--- src/sv/clx_pkg.sv ---
`timescale 1ns / 1ps
`default_nettype none
// ----------------------------------------------------------------------------
// clx_pkg - shared types and constants for the config token lexer
// Lexer modes, result kinds, error causes, character codes and the result
// record that travels from the lexer core to the output stage.
// ----------------------------------------------------------------------------
package clx_pkg;

    // Width of the number accumulator; results are sign-extended to OUT_NUM_W.
    localparam int VALUE_WIDTH = 64;
    localparam int OUT_NUM_W   = 64;

    typedef enum logic [2:0] {
        MODE_IDLE  = 3'd0,
        MODE_IDENT = 3'd1,
        MODE_SIGN  = 3'd2,
        MODE_NUM   = 3'd3,
        MODE_STR   = 3'd4
    } t_mode;

    typedef enum logic [3:0] {
        K_ID_BYTE  = 4'd0,
        K_ID_END   = 4'd1,
        K_NUMBER   = 4'd2,
        K_STR_BYTE = 4'd3,
        K_STR_END  = 4'd4,
        K_ASSIGN   = 4'd5,
        K_NEWLINE  = 4'd6,
        K_COMMA    = 4'd7,
        K_EOF      = 4'd8,
        K_ERROR    = 4'd9
    } t_kind;

    typedef enum logic [1:0] {
        CAUSE_BAD_CHAR = 2'd0,
        CAUSE_NO_DIGIT = 2'd1,
        CAUSE_UNTERM   = 2'd2
    } t_cause;

    localparam logic [7:0] CH_NUL   = 8'h00;
    localparam logic [7:0] CH_TAB   = 8'h09;
    localparam logic [7:0] CH_LF    = 8'h0A;
    localparam logic [7:0] CH_CR    = 8'h0D;
    localparam logic [7:0] CH_SPACE = 8'h20;
    localparam logic [7:0] CH_QUOTE = 8'h22;
    localparam logic [7:0] CH_COMMA = 8'h2C;
    localparam logic [7:0] CH_MINUS = 8'h2D;
    localparam logic [7:0] CH_ZERO  = 8'h30;
    localparam logic [7:0] CH_NINE  = 8'h39;
    localparam logic [7:0] CH_EQ    = 8'h3D;
    localparam logic [7:0] CH_UPA   = 8'h41;
    localparam logic [7:0] CH_UPZ   = 8'h5A;
    localparam logic [7:0] CH_UNDER = 8'h5F;
    localparam logic [7:0] CH_LOA   = 8'h61;
    localparam logic [7:0] CH_LOZ   = 8'h7A;

    typedef struct packed {
        t_kind                  kind;
        logic [7:0]             text;
        logic [OUT_NUM_W-1:0]   number;
        t_cause                 cause;
    } t_result;

endpackage
`default_nettype wire

--- src/sv/clx_core.sv ---
`timescale 1ns / 1ps
`default_nettype none
// ----------------------------------------------------------------------------
// clx_core - lexer state and single-step token logic
// Holds mode, accumulator and sign; for each fired byte produces up to two
// result records and the next state.
// ----------------------------------------------------------------------------
module clx_core
    import clx_pkg::*;
(
    input  wire logic        i_clk,
    input  wire logic        i_rst_n,
    input  wire logic        i_fire,
    input  wire logic [7:0]  i_char,
    input  wire logic        i_skip,
    output logic [1:0]       o_count,
    output t_result          o_res0,
    output t_result          o_res1
);

    t_mode                  r_mode, n_mode;
    logic [VALUE_WIDTH-1:0] r_acc, n_acc;
    logic                   r_neg, n_neg;

    logic                   is_letter, is_digit, is_ws;
    logic [3:0]             digit_val;
    logic [VALUE_WIDTH-1:0] acc_next, signed_val;
    logic [OUT_NUM_W-1:0]   num_out;

    logic                   idle_v, idle_digit;
    t_result                idle_res;
    t_mode                  idle_mode;

    logic                   lead_v, chain;
    t_result                lead;

    // Character classes
    assign is_letter = ((i_char >= CH_UPA) && (i_char <= CH_UPZ))
                    || ((i_char >= CH_LOA) && (i_char <= CH_LOZ))
                    || (i_char == CH_UNDER);
    assign is_digit  = (i_char >= CH_ZERO) && (i_char <= CH_NINE);
    assign is_ws     = (i_char inside {CH_SPACE, CH_TAB, CH_CR})
                    || ((i_char == CH_LF) && i_skip);
    assign digit_val = 4'(i_char - CH_ZERO);

    // acc * 10 + digit as two shifts and adds, wrapping at VALUE_WIDTH
    assign acc_next = {r_acc[VALUE_WIDTH-4:0], 3'b000}
                    + {r_acc[VALUE_WIDTH-2:0], 1'b0}
                    + VALUE_WIDTH'(digit_val);
    assign signed_val = r_neg ? (VALUE_WIDTH'(0) - r_acc) : r_acc;
    assign num_out    = OUT_NUM_W'($signed(signed_val));

    // Token start: what a byte does when seen in idle mode
    always_comb begin
        idle_v     = 1'b0;
        idle_res   = '0;
        idle_mode  = MODE_IDLE;
        idle_digit = 1'b0;
        if (is_ws) begin
            idle_v = 1'b0;
        end else if (i_char == CH_NUL) begin
            idle_v        = 1'b1;
            idle_res.kind = K_EOF;
        end else if (is_letter) begin
            idle_v        = 1'b1;
            idle_res.kind = K_ID_BYTE;
            idle_res.text = i_char;
            idle_mode     = MODE_IDENT;
        end else if (is_digit) begin
            idle_digit = 1'b1;
            idle_mode  = MODE_NUM;
        end else if (i_char == CH_MINUS) begin
            idle_mode = MODE_SIGN;
        end else if (i_char == CH_QUOTE) begin
            idle_mode = MODE_STR;
        end else if (i_char == CH_EQ) begin
            idle_v        = 1'b1;
            idle_res.kind = K_ASSIGN;
        end else if (i_char == CH_LF) begin
            idle_v        = 1'b1;
            idle_res.kind = K_NEWLINE;
        end else if (i_char == CH_COMMA) begin
            idle_v        = 1'b1;
            idle_res.kind = K_COMMA;
        end else begin
            idle_v         = 1'b1;
            idle_res.kind  = K_ERROR;
            idle_res.cause = CAUSE_BAD_CHAR;
        end
    end

    // Mode-specific handling; chain hands the byte on to token start
    always_comb begin
        lead_v = 1'b0;
        lead   = '0;
        chain  = 1'b0;
        n_mode = r_mode;
        n_acc  = r_acc;
        n_neg  = r_neg;
        case (r_mode)
            MODE_IDENT: begin
                lead_v = 1'b1;
                if (is_letter || (i_char == CH_MINUS)) begin
                    lead.kind = K_ID_BYTE;
                    lead.text = i_char;
                end else begin
                    lead.kind = K_ID_END;
                    chain     = 1'b1;
                end
            end
            MODE_SIGN: begin
                if (is_digit) begin
                    n_acc  = VALUE_WIDTH'(digit_val);
                    n_neg  = 1'b1;
                    n_mode = MODE_NUM;
                end else begin
                    lead_v     = 1'b1;
                    lead.kind  = K_ERROR;
                    lead.cause = CAUSE_NO_DIGIT;
                    chain      = 1'b1;
                end
            end
            MODE_NUM: begin
                if (is_digit) begin
                    n_acc = acc_next;
                end else begin
                    lead_v      = 1'b1;
                    lead.kind   = K_NUMBER;
                    lead.number = num_out;
                    chain       = 1'b1;
                end
            end
            MODE_STR: begin
                lead_v = 1'b1;
                if (i_char == CH_QUOTE) begin
                    lead.kind = K_STR_END;
                    n_mode    = MODE_IDLE;
                end else if (i_char == CH_NUL) begin
                    lead.kind  = K_ERROR;
                    lead.cause = CAUSE_UNTERM;
                    chain      = 1'b1;
                end else begin
                    lead.kind = K_STR_BYTE;
                    lead.text = i_char;
                end
            end
            default: begin
                chain = 1'b1;
            end
        endcase
        if (chain) begin
            n_mode = idle_mode;
            if (idle_digit) begin
                n_acc = VALUE_WIDTH'(digit_val);
                n_neg = 1'b0;
            end
        end
    end

    // Pack the results in emission order
    always_comb begin
        o_res0  = '0;
        o_res1  = '0;
        o_count = 2'd0;
        if (lead_v) begin
            o_res0 = lead;
            if (chain && idle_v) begin
                o_res1  = idle_res;
                o_count = 2'd2;
            end else begin
                o_count = 2'd1;
            end
        end else if (chain && idle_v) begin
            o_res0  = idle_res;
            o_count = 2'd1;
        end
    end

    always_ff @(posedge i_clk) begin
        if (!i_rst_n) begin
            r_mode <= MODE_IDLE;
            r_acc  <= '0;
            r_neg  <= 1'b0;
        end else if (i_fire) begin
            r_mode <= n_mode;
            r_acc  <= n_acc;
            r_neg  <= n_neg;
        end
    end

    a_pair_not_eof_first: assert property (@(posedge i_clk) disable iff (!i_rst_n)
        (o_count == 2'd2) |-> (o_res0.kind != K_EOF))
        else $error("two-result step led with eof");

    a_unterm_to_idle: assert property (@(posedge i_clk) disable iff (!i_rst_n)
        (i_fire && (r_mode == MODE_STR) && (i_char == CH_NUL)) |=> (r_mode == MODE_IDLE))
        else $error("unterminated string did not return to idle");

endmodule
`default_nettype wire

--- src/sv/clx_out.sv ---
`timescale 1ns / 1ps
`default_nettype none
// ----------------------------------------------------------------------------
// clx_out - result register and serializer
// Holds the one or two results of a step and presents them one per request.
// ----------------------------------------------------------------------------
module clx_out
    import clx_pkg::*;
(
    input  wire logic        i_clk,
    input  wire logic        i_rst_n,
    input  wire logic        i_load,
    input  wire logic [1:0]  i_count,
    input  wire t_result     i_res0,
    input  wire t_result     i_res1,
    input  wire logic        i_ready,
    output logic             o_valid,
    output t_result          o_res,
    output logic             o_last,
    output logic             o_free
);

    logic    r_pv, r_two, r_idx;
    t_result r_res0, r_res1;
    logic    show_last;

    assign show_last = !r_two || r_idx;
    assign o_valid   = r_pv;
    assign o_res     = r_idx ? r_res1 : r_res0;
    assign o_last    = show_last;
    assign o_free    = !r_pv || (i_ready && show_last);

    always_ff @(posedge i_clk) begin
        if (!i_rst_n) begin
            r_pv  <= 1'b0;
            r_two <= 1'b0;
            r_idx <= 1'b0;
        end else if (i_load) begin
            r_pv  <= 1'b1;
            r_two <= (i_count == 2'd2);
            r_idx <= 1'b0;
        end else if (r_pv && i_ready) begin
            if (show_last) begin
                r_pv  <= 1'b0;
                r_idx <= 1'b0;
            end else begin
                r_idx <= 1'b1;
            end
        end
    end

    always_ff @(posedge i_clk) begin
        if (i_load) begin
            r_res0 <= i_res0;
            r_res1 <= i_res1;
        end
    end

    a_idx_needs_pair: assert property (@(posedge i_clk) disable iff (!i_rst_n)
        r_idx |-> (r_two && r_pv))
        else $error("second slot selected without a pair");

    a_load_when_free: assert property (@(posedge i_clk) disable iff (!i_rst_n)
        i_load |-> o_free)
        else $error("result register overwritten before drained");

endmodule
`default_nettype wire

--- src/sv/config_token_lexer.sv ---
`timescale 1ns / 1ps
`default_nettype none
// ----------------------------------------------------------------------------
// config_token_lexer - byte-stream lexer for a key=value config language
// One byte in per request; token events out per request.
// ----------------------------------------------------------------------------
// Usage:
//   Input channel i_in_valid / o_in_ready carries one byte (0 = end of input)
//   and the skip_newlines flag. Output channel o_out_valid / i_out_ready
//   carries one token event: kind, text byte, number, error cause and a last
//   flag marking the final event caused by that byte.
//   A byte is held in an input register, then the token logic writes its
//   results into the result register, from which the first event is
//   presented. Throughput: one byte per cycle while each byte makes zero
//   or one event and the receiver is ready; a byte that makes two events
//   (a terminator that also starts a token, or an error followed by eof)
//   occupies the result register for two output requests. Bytes that make
//   no event (whitespace, digits, opening quote, minus) step the lexer even
//   while results wait downstream.
//   Reset clears the mode to idle, the accumulator and sign, and empties the
//   input and result registers.
//   When the receiver stalls, hold the current event; the input register
//   fills and o_in_ready drops once a byte with events is waiting.
// ----------------------------------------------------------------------------
module config_token_lexer
    import clx_pkg::*;
(
    input  wire logic               i_clk,
    input  wire logic               i_rst_n,
    input  wire logic               i_in_valid,
    output logic                    o_in_ready,
    input  wire logic [7:0]         i_char_in,
    input  wire logic               i_skip_newlines,
    output logic                    o_out_valid,
    input  wire logic               i_out_ready,
    output logic [3:0]              o_kind,
    output logic [7:0]              o_text_byte,
    output logic signed [63:0]      o_number_value,
    output logic [1:0]              o_error_cause,
    output logic                    o_last
);

    // Input register
    logic       r_iv;
    logic [7:0] r_char;
    logic       r_skip;

    logic       fire, out_free, load;
    logic [1:0] step_count;
    t_result    step_res0, step_res1, out_res;

    // Fire the step when the result register can take it, or when the byte
    // makes no event at all.
    assign fire       = r_iv && (out_free || (step_count == 2'd0));
    assign load       = fire && (step_count != 2'd0);
    assign o_in_ready = !r_iv || fire;

    always_ff @(posedge i_clk) begin
        if (!i_rst_n) begin
            r_iv <= 1'b0;
        end else if (i_in_valid && o_in_ready) begin
            r_iv <= 1'b1;
        end else if (fire) begin
            r_iv <= 1'b0;
        end
    end

    always_ff @(posedge i_clk) begin
        if (i_in_valid && o_in_ready) begin
            r_char <= i_char_in;
            r_skip <= i_skip_newlines;
        end
    end

    clx_core u_core (
        .i_clk   (i_clk),
        .i_rst_n (i_rst_n),
        .i_fire  (fire),
        .i_char  (r_char),
        .i_skip  (r_skip),
        .o_count (step_count),
        .o_res0  (step_res0),
        .o_res1  (step_res1)
    );

    clx_out u_out (
        .i_clk   (i_clk),
        .i_rst_n (i_rst_n),
        .i_load  (load),
        .i_count (step_count),
        .i_res0  (step_res0),
        .i_res1  (step_res1),
        .i_ready (i_out_ready),
        .o_valid (o_out_valid),
        .o_res   (out_res),
        .o_last  (o_last),
        .o_free  (out_free)
    );

    assign o_kind         = 4'(out_res.kind);
    assign o_text_byte    = out_res.text;
    assign o_number_value = $signed(out_res.number);
    assign o_error_cause  = 2'(out_res.cause);

    a_input_drains: assert property (@(posedge i_clk) disable iff (!i_rst_n)
        (r_iv && out_free) |=> (!r_iv || $past(i_in_valid && o_in_ready)))
        else $error("byte held although the step could fire");

endmodule
`default_nettype wire
--- config.mk ---
export PLATFORM = sky130hd
export DESIGN_NAME = config_token_lexer
export DESIGN_NICKNAME = d
export VERILOG_FILES = /design/src/sv/clx_pkg.sv /design/src/sv/clx_core.sv /design/src/sv/clx_out.sv /design/src/sv/config_token_lexer.sv
export SDC_FILE = /design/constraint.sdc
export NUM_CORES = 1
export LEC_CHECK = 0
export BUFFER_PORTS_ARGS = -buffer_cell sky130_fd_sc_hd__buf_2
export CAP_MARGIN = 30
export CORE_MARGIN = 4
export CORE_UTILIZATION = 40
export CTS_CLUSTER_SIZE = 28
export DETAILED_ROUTE_END_ITERATION = 8
export GPL_TIMING_DRIVEN = 0
export PLACE_DENSITY = 0.6
export SLEW_MARGIN = 20
export SYNTH_ARGS = -nofsm -noshare
export SYNTH_HDL_FRONTEND = slang
export SYNTH_SLANG_ARGS = --single-unit
export TNS_END_PERCENT = 30
--- constraint.sdc ---
create_clock -name i_clk -period 5.07 [get_ports i_clk]
set_clock_uncertainty 0.05 [all_clocks]
set_input_delay 0.2535 -clock i_clk [delete_from_list [all_inputs] [get_ports i_clk]]
set_output_delay 0.2535 -clock i_clk [all_outputs]
set_load 0.02 [all_outputs]
==> impl_table.tex <==
\begin{tabular}{lr}
\hline
Metric & Value \\
\hline
\multicolumn{2}{l}{\textbf{Run status}} \\
\quad Status & finished clean \\
\multicolumn{2}{l}{\textbf{Clocking}} \\
\quad Latest clock arrival within the worst-skew pair & roughly 0.45 ns \\
\quad Sink Count & 171 \\
\quad Number of clock buffers inserted by TritonCTS & 17 \\
\quad Clock buffer depth & 2 \\
\quad Root buffer cell & sky130\_fd\_sc\_hd\_\_clkbuf\_16 \\
\quad CTS tree & yes \\
\quad Clock-pin slew of the registers on the worst-case setup and hold paths & $\sim$0.070 ns \\
\quad Total number of H-tree levels & 4 \\
\multicolumn{2}{l}{\textbf{Global routing}} \\
\quad Overall routing resource usage & 19.3\% \\
\quad Pin count of the biggest net entering global routing & 59 \\
\quad Via count of the first global-routing pass & 10.2k \\
\quad Global-route wire length before repair & between 50000 and 60000 um \\
\quad Initial antenna violation count & 0 \\
\quad Leftover overflow at the end of global routing & 0 \\
\multicolumn{2}{l}{\textbf{Yosys}} \\
\quad Total number of yosys warnings & 0 \\
\quad Syn nets & about 1.5k \\
\quad Per-instance average area after synthesis & 9.01 um2 \\
\quad Post-synthesis instance total & 1374 \\
\quad Fraction of registers with async set/reset & 0\% \\
\quad Proportion of synthesized chip area in sequential cells & between 30\% and 40\% \\
\quad Number of distinct library cells after synthesis & 68 \\
\quad Post-synthesis sequential element count & 171 \\
\quad Number of synthesized flops with an enable pin & 99 \\
\quad Primary FF master, synth & sky130\_fd\_sc\_hd\_\_edfxtp\_1 \\
\quad Combined area of all synthesized cells & 0.0124 mm2 \\
\multicolumn{2}{l}{\textbf{Detailed routing}} \\
\quad Via-to-Cell Ratio & 5.49 \\
\quad DRC violation count after routing & 0 \\
\quad 1st-iter DRT viols & between 700 and 800 \\
\quad DRT Wirelength & $\sim$33000 um \\
\quad Vias after detailed routing & roughly 10k \\
\quad Iteration count of the initial detailed-routing pass & 5 \\
\quad Final ANT Viol Nets & 0 \\
\quad Average wire length per cell after detail routing & 17.1 um \\
\multicolumn{2}{l}{\textbf{Floorplan}} \\
\quad Core region area & 0.0306 mm2 \\
\quad Initial Utilization & just over 40\% \\
\quad X dimension of the die & 184 um \\
\quad Number of I/O pins & 94 \\
\quad Floorplan die area & 0.0338 mm2 \\
\quad Number of placement rows & 64 \\
\quad Vertical die dimension & 184 um \\
\multicolumn{2}{l}{\textbf{Cells and area}} \\
\quad Final net count & 1636 \\
\quad Most common cell after layout, fill and taps aside & sky130\_fd\_sc\_hd\_\_nor2\_1 \\
\quad Number of inserted diodes & 0 \\
\quad Finished layout cell area & 0.0141 mm2 \\
\quad Share of cells above drive strength 1 & 11.4\% \\
\quad Footprint of the flip-flops and latches & 0.00441 mm2 \\
\quad Multi-input combinational cell area & 0.00768 mm2 \\
\quad Top library cells by usage in the layout, fill and taps aside & sky130\_fd\_sc\_hd\_\_nor2\_1 (124), sky130\_fd\_sc\_hd\_\_ha\_1 (123), sky130\_fd\_sc\_hd\_\_nor2b\_1 (115), sky130\_fd\_sc\_hd\_\_nand2\_1 (115), sky130\_fd\_sc\_hd\_\_o21ai\_0 (104) \\
\quad Area growth from synthesis to layout & 13.7\% \\
\quad Fill count & 2977 \\
\multicolumn{2}{l}{\textbf{Placement}} \\
\quad Buffers added on ports & 93 \\
\quad Hpwl dp & between 20000 and 30000 um \\
\quad Final RePlAce weighted congestion & 0.923 \\
\quad Total cell area at the placement stage & 0.0134 mm2 \\
\multicolumn{2}{l}{\textbf{Critical path}} \\
\quad Crit. End Element & flip-flop \\
\quad Worst endpoint required time & 5.34 ns \\
\quad Launch point of the worst path & r\_char[3]\$\_DFFE\_PP\_ \\
\quad Startpoint of the worst-slack reg-to-reg timing path & r\_char[3]\$\_DFFE\_PP\_ \\
\quad Critical path launch point type & flip-flop \\
\quad Crit-path max FO & 10 \\
\quad Data arrival time of the worst path & 4.98 ns \\
\quad Crit Path Class & reg -> reg \\
\multicolumn{2}{l}{\textbf{STA}} \\
\quad Max frequency & approximately 0.21 GHz \\
\quad Max-slew violation total from the final report & 0 \\
\quad Transition at the pin with the smallest max-transition slack & 0.897 ns \\
\quad Unrepaired setup endpoints after global routing & no \\
\quad Setup violation total in the final timing report & 0 \\
\quad Post-layout minimum cycle time & 4.71 ns \\
\quad Relative slew margins & 40.1\% \\
\quad Fin crit share & between 90 and 100\% \\
\quad Number of failing hold endpoints at the final stage & 0 \\
\quad Post-route worst hold slack & 0.0556 ns \\
\multicolumn{2}{l}{\textbf{Power}} \\
\quad Worst voltage drop across the vdd grid & 0.208 mV \\
\quad Total power per unit cell area & about 210 mW/mm2 \\
\quad Total power after layout & between 3 and 4 mW \\
\quad Reported leakage power & between 6 and 7 nW \\
\multicolumn{2}{l}{\textbf{Worst hold path}} \\
\quad Class of the tightest hold or removal check & in -> reg \\
\quad Hold path startpoint & i\_in\_valid \\
\multicolumn{2}{l}{\textbf{Run}} \\
\quad Number of violations of the max-capacitance limit & 0 \\
\hline
\end{tabular}
-- per-stage QoR --
step                      instances  TNS, ns  utilization [%]  worst slack (ns)
after floorplan                1374        0                -             0.655
after global placement         1863   -34.49             43.6            -0.391
after detailed placement       1864        0             43.7             0.117
after CTS                      1905        0             45.9            0.0847
after global routing           1907        0             46.0            0.0557
final                          1907        0             46.0             0.360
-- registers in the layout (all words and copies together), names as in the netlist --
name,count
u_core.r_mode,3
r_skip,1
r_char,8
u_out.r_idx,1
u_core.r_neg,1
u_out.r_res1,12
u_out.r_two,1
u_out.r_res0,78
u_core.r_acc,64
u_out.o_valid,1
r_iv,1
-- power breakdown --
part	internal, mW	switching [mW]	leakage (nW)
clock network	0.685	0.625	0.293
logic	0.0678	0.126	4.32
registers	1.50	0.0138	1.55
-- cells in the mapped netlist, types with 19 or more instances --
cell / n / area share [%]
sky130_fd_sc_hd__dfxtp_1: 72 / 12
sky130_fd_sc_hd__xor2_1: 87 / 6.2
sky130_fd_sc_hd__ha_1: 123 / 12
sky130_fd_sc_hd__nor2b_1: 115 / 5.8
sky130_fd_sc_hd__nand2_1: 115 / 3.5
sky130_fd_sc_hd__inv_1: 20 / 0.61
sky130_fd_sc_hd__xnor2_1: 34 / 2.4
sky130_fd_sc_hd__o31ai_1: 26 / 1.6
sky130_fd_sc_hd__clkbuf_1: 51 / 1.5
sky130_fd_sc_hd__a21o_1: 34 / 2.1
sky130_fd_sc_hd__a22oi_1: 27 / 1.6
sky130_fd_sc_hd__a21oi_1: 76 / 3.1
sky130_fd_sc_hd__edfxtp_1: 99 / 24
sky130_fd_sc_hd__nand4_1: 19 / 0.96
sky130_fd_sc_hd__nor3_1: 25 / 1.0
sky130_fd_sc_hd__o21ai_0: 104 / 4.2
sky130_fd_sc_hd__nor2_1: 124 / 3.8
-- path summary, 6_finish.rpt --
check / endpoint / slack, ns / depth (start not counted)
max reg2reg: u_core.r_acc[44]$_SDFFE_PN0N_ / 0.36 / 16
min: r_iv$_SDFFE_PN0P_ / 0.06 / 3
min reg2reg: u_core.r_acc[61]$_SDFFE_PN0N_ / 0.48 / 2
max: u_core.r_acc[44]$_SDFFE_PN0N_ / 0.36 / 16
-- repair_timing --
item | 4_1_cts | 5_1_grt
hold buffers | 9 | 0
hold endpoints to repair | 9 | 0
endpoints found under the setup margin | 0 | 2
gates resized for setup | 0 | 2
setup buffers | 0 | 1
-- worst max-delay path, stage by stage, from the launching register on --
cell	delay, ns
sky130_fd_sc_hd__edfxtp_1	0.32
sky130_fd_sc_hd__buf_2	0.20
sky130_fd_sc_hd__inv_1	0.16
sky130_fd_sc_hd__fa_1	0.55
sky130_fd_sc_hd__inv_1	0.07
sky130_fd_sc_hd__fa_1	0.50
sky130_fd_sc_hd__a211oi_2	0.29
sky130_fd_sc_hd__o21ai_0	0.17
sky130_fd_sc_hd__a21bo_2	0.26
sky130_fd_sc_hd__a221o_1	0.37
sky130_fd_sc_hd__a221oi_2	0.33
sky130_fd_sc_hd__o41ai_1	0.18
sky130_fd_sc_hd__a221oi_2	0.40
sky130_fd_sc_hd__o21ai_0	0.24
sky130_fd_sc_hd__a21oi_1	0.22
sky130_fd_sc_hd__xor2_1	0.17
sky130_fd_sc_hd__o21ai_0	0.09
-- metal layers --
metal / track usage [%] / vias to the layer above / wire length, um
li1: - / 5247 / -
met1: 25.5 / 4941 / 15300
met2: 32.4 / 221 / 15400
met3: 2.81 / 57 / 1120
met4: 6.30 / 0 / 840
met5: 0 / - / 0
-- area by class of cell --
type                            instances  area share [%]
Tap cell                              396            3.52
Clock inverter                         14           0.977
Inverter                               20           0.551
Buffer                                 59            1.64
Clock buffer                           18            3.20
Sequential cell                       171            31.3
Timing Repair Buffer                  105            4.25
Multi-Input combinational cell       1124            54.5
-- cells by family (layout without fill, tap and decap cells) --
| family | after synthesis | after routing | synth area share (%) |
|---|---|---|---|
| other | 1 | 1 | 0.0303 |
| and+or+nand+nor | 512 | 512 | 21.0 |
| adders and majority gates | 125 | 125 | 12.7 |
| muxes | 17 | 17 | 1.50 |
| DFF | 171 | 171 | 35.6 |
| xor gates and xnor gates | 121 | 121 | 8.56 |
| buffers and inverters | 79 | 216 | 2.47 |
| AOI/OAI and AO/OA | 348 | 348 | 18.0 |
Power figures use the tool's default switching activity.
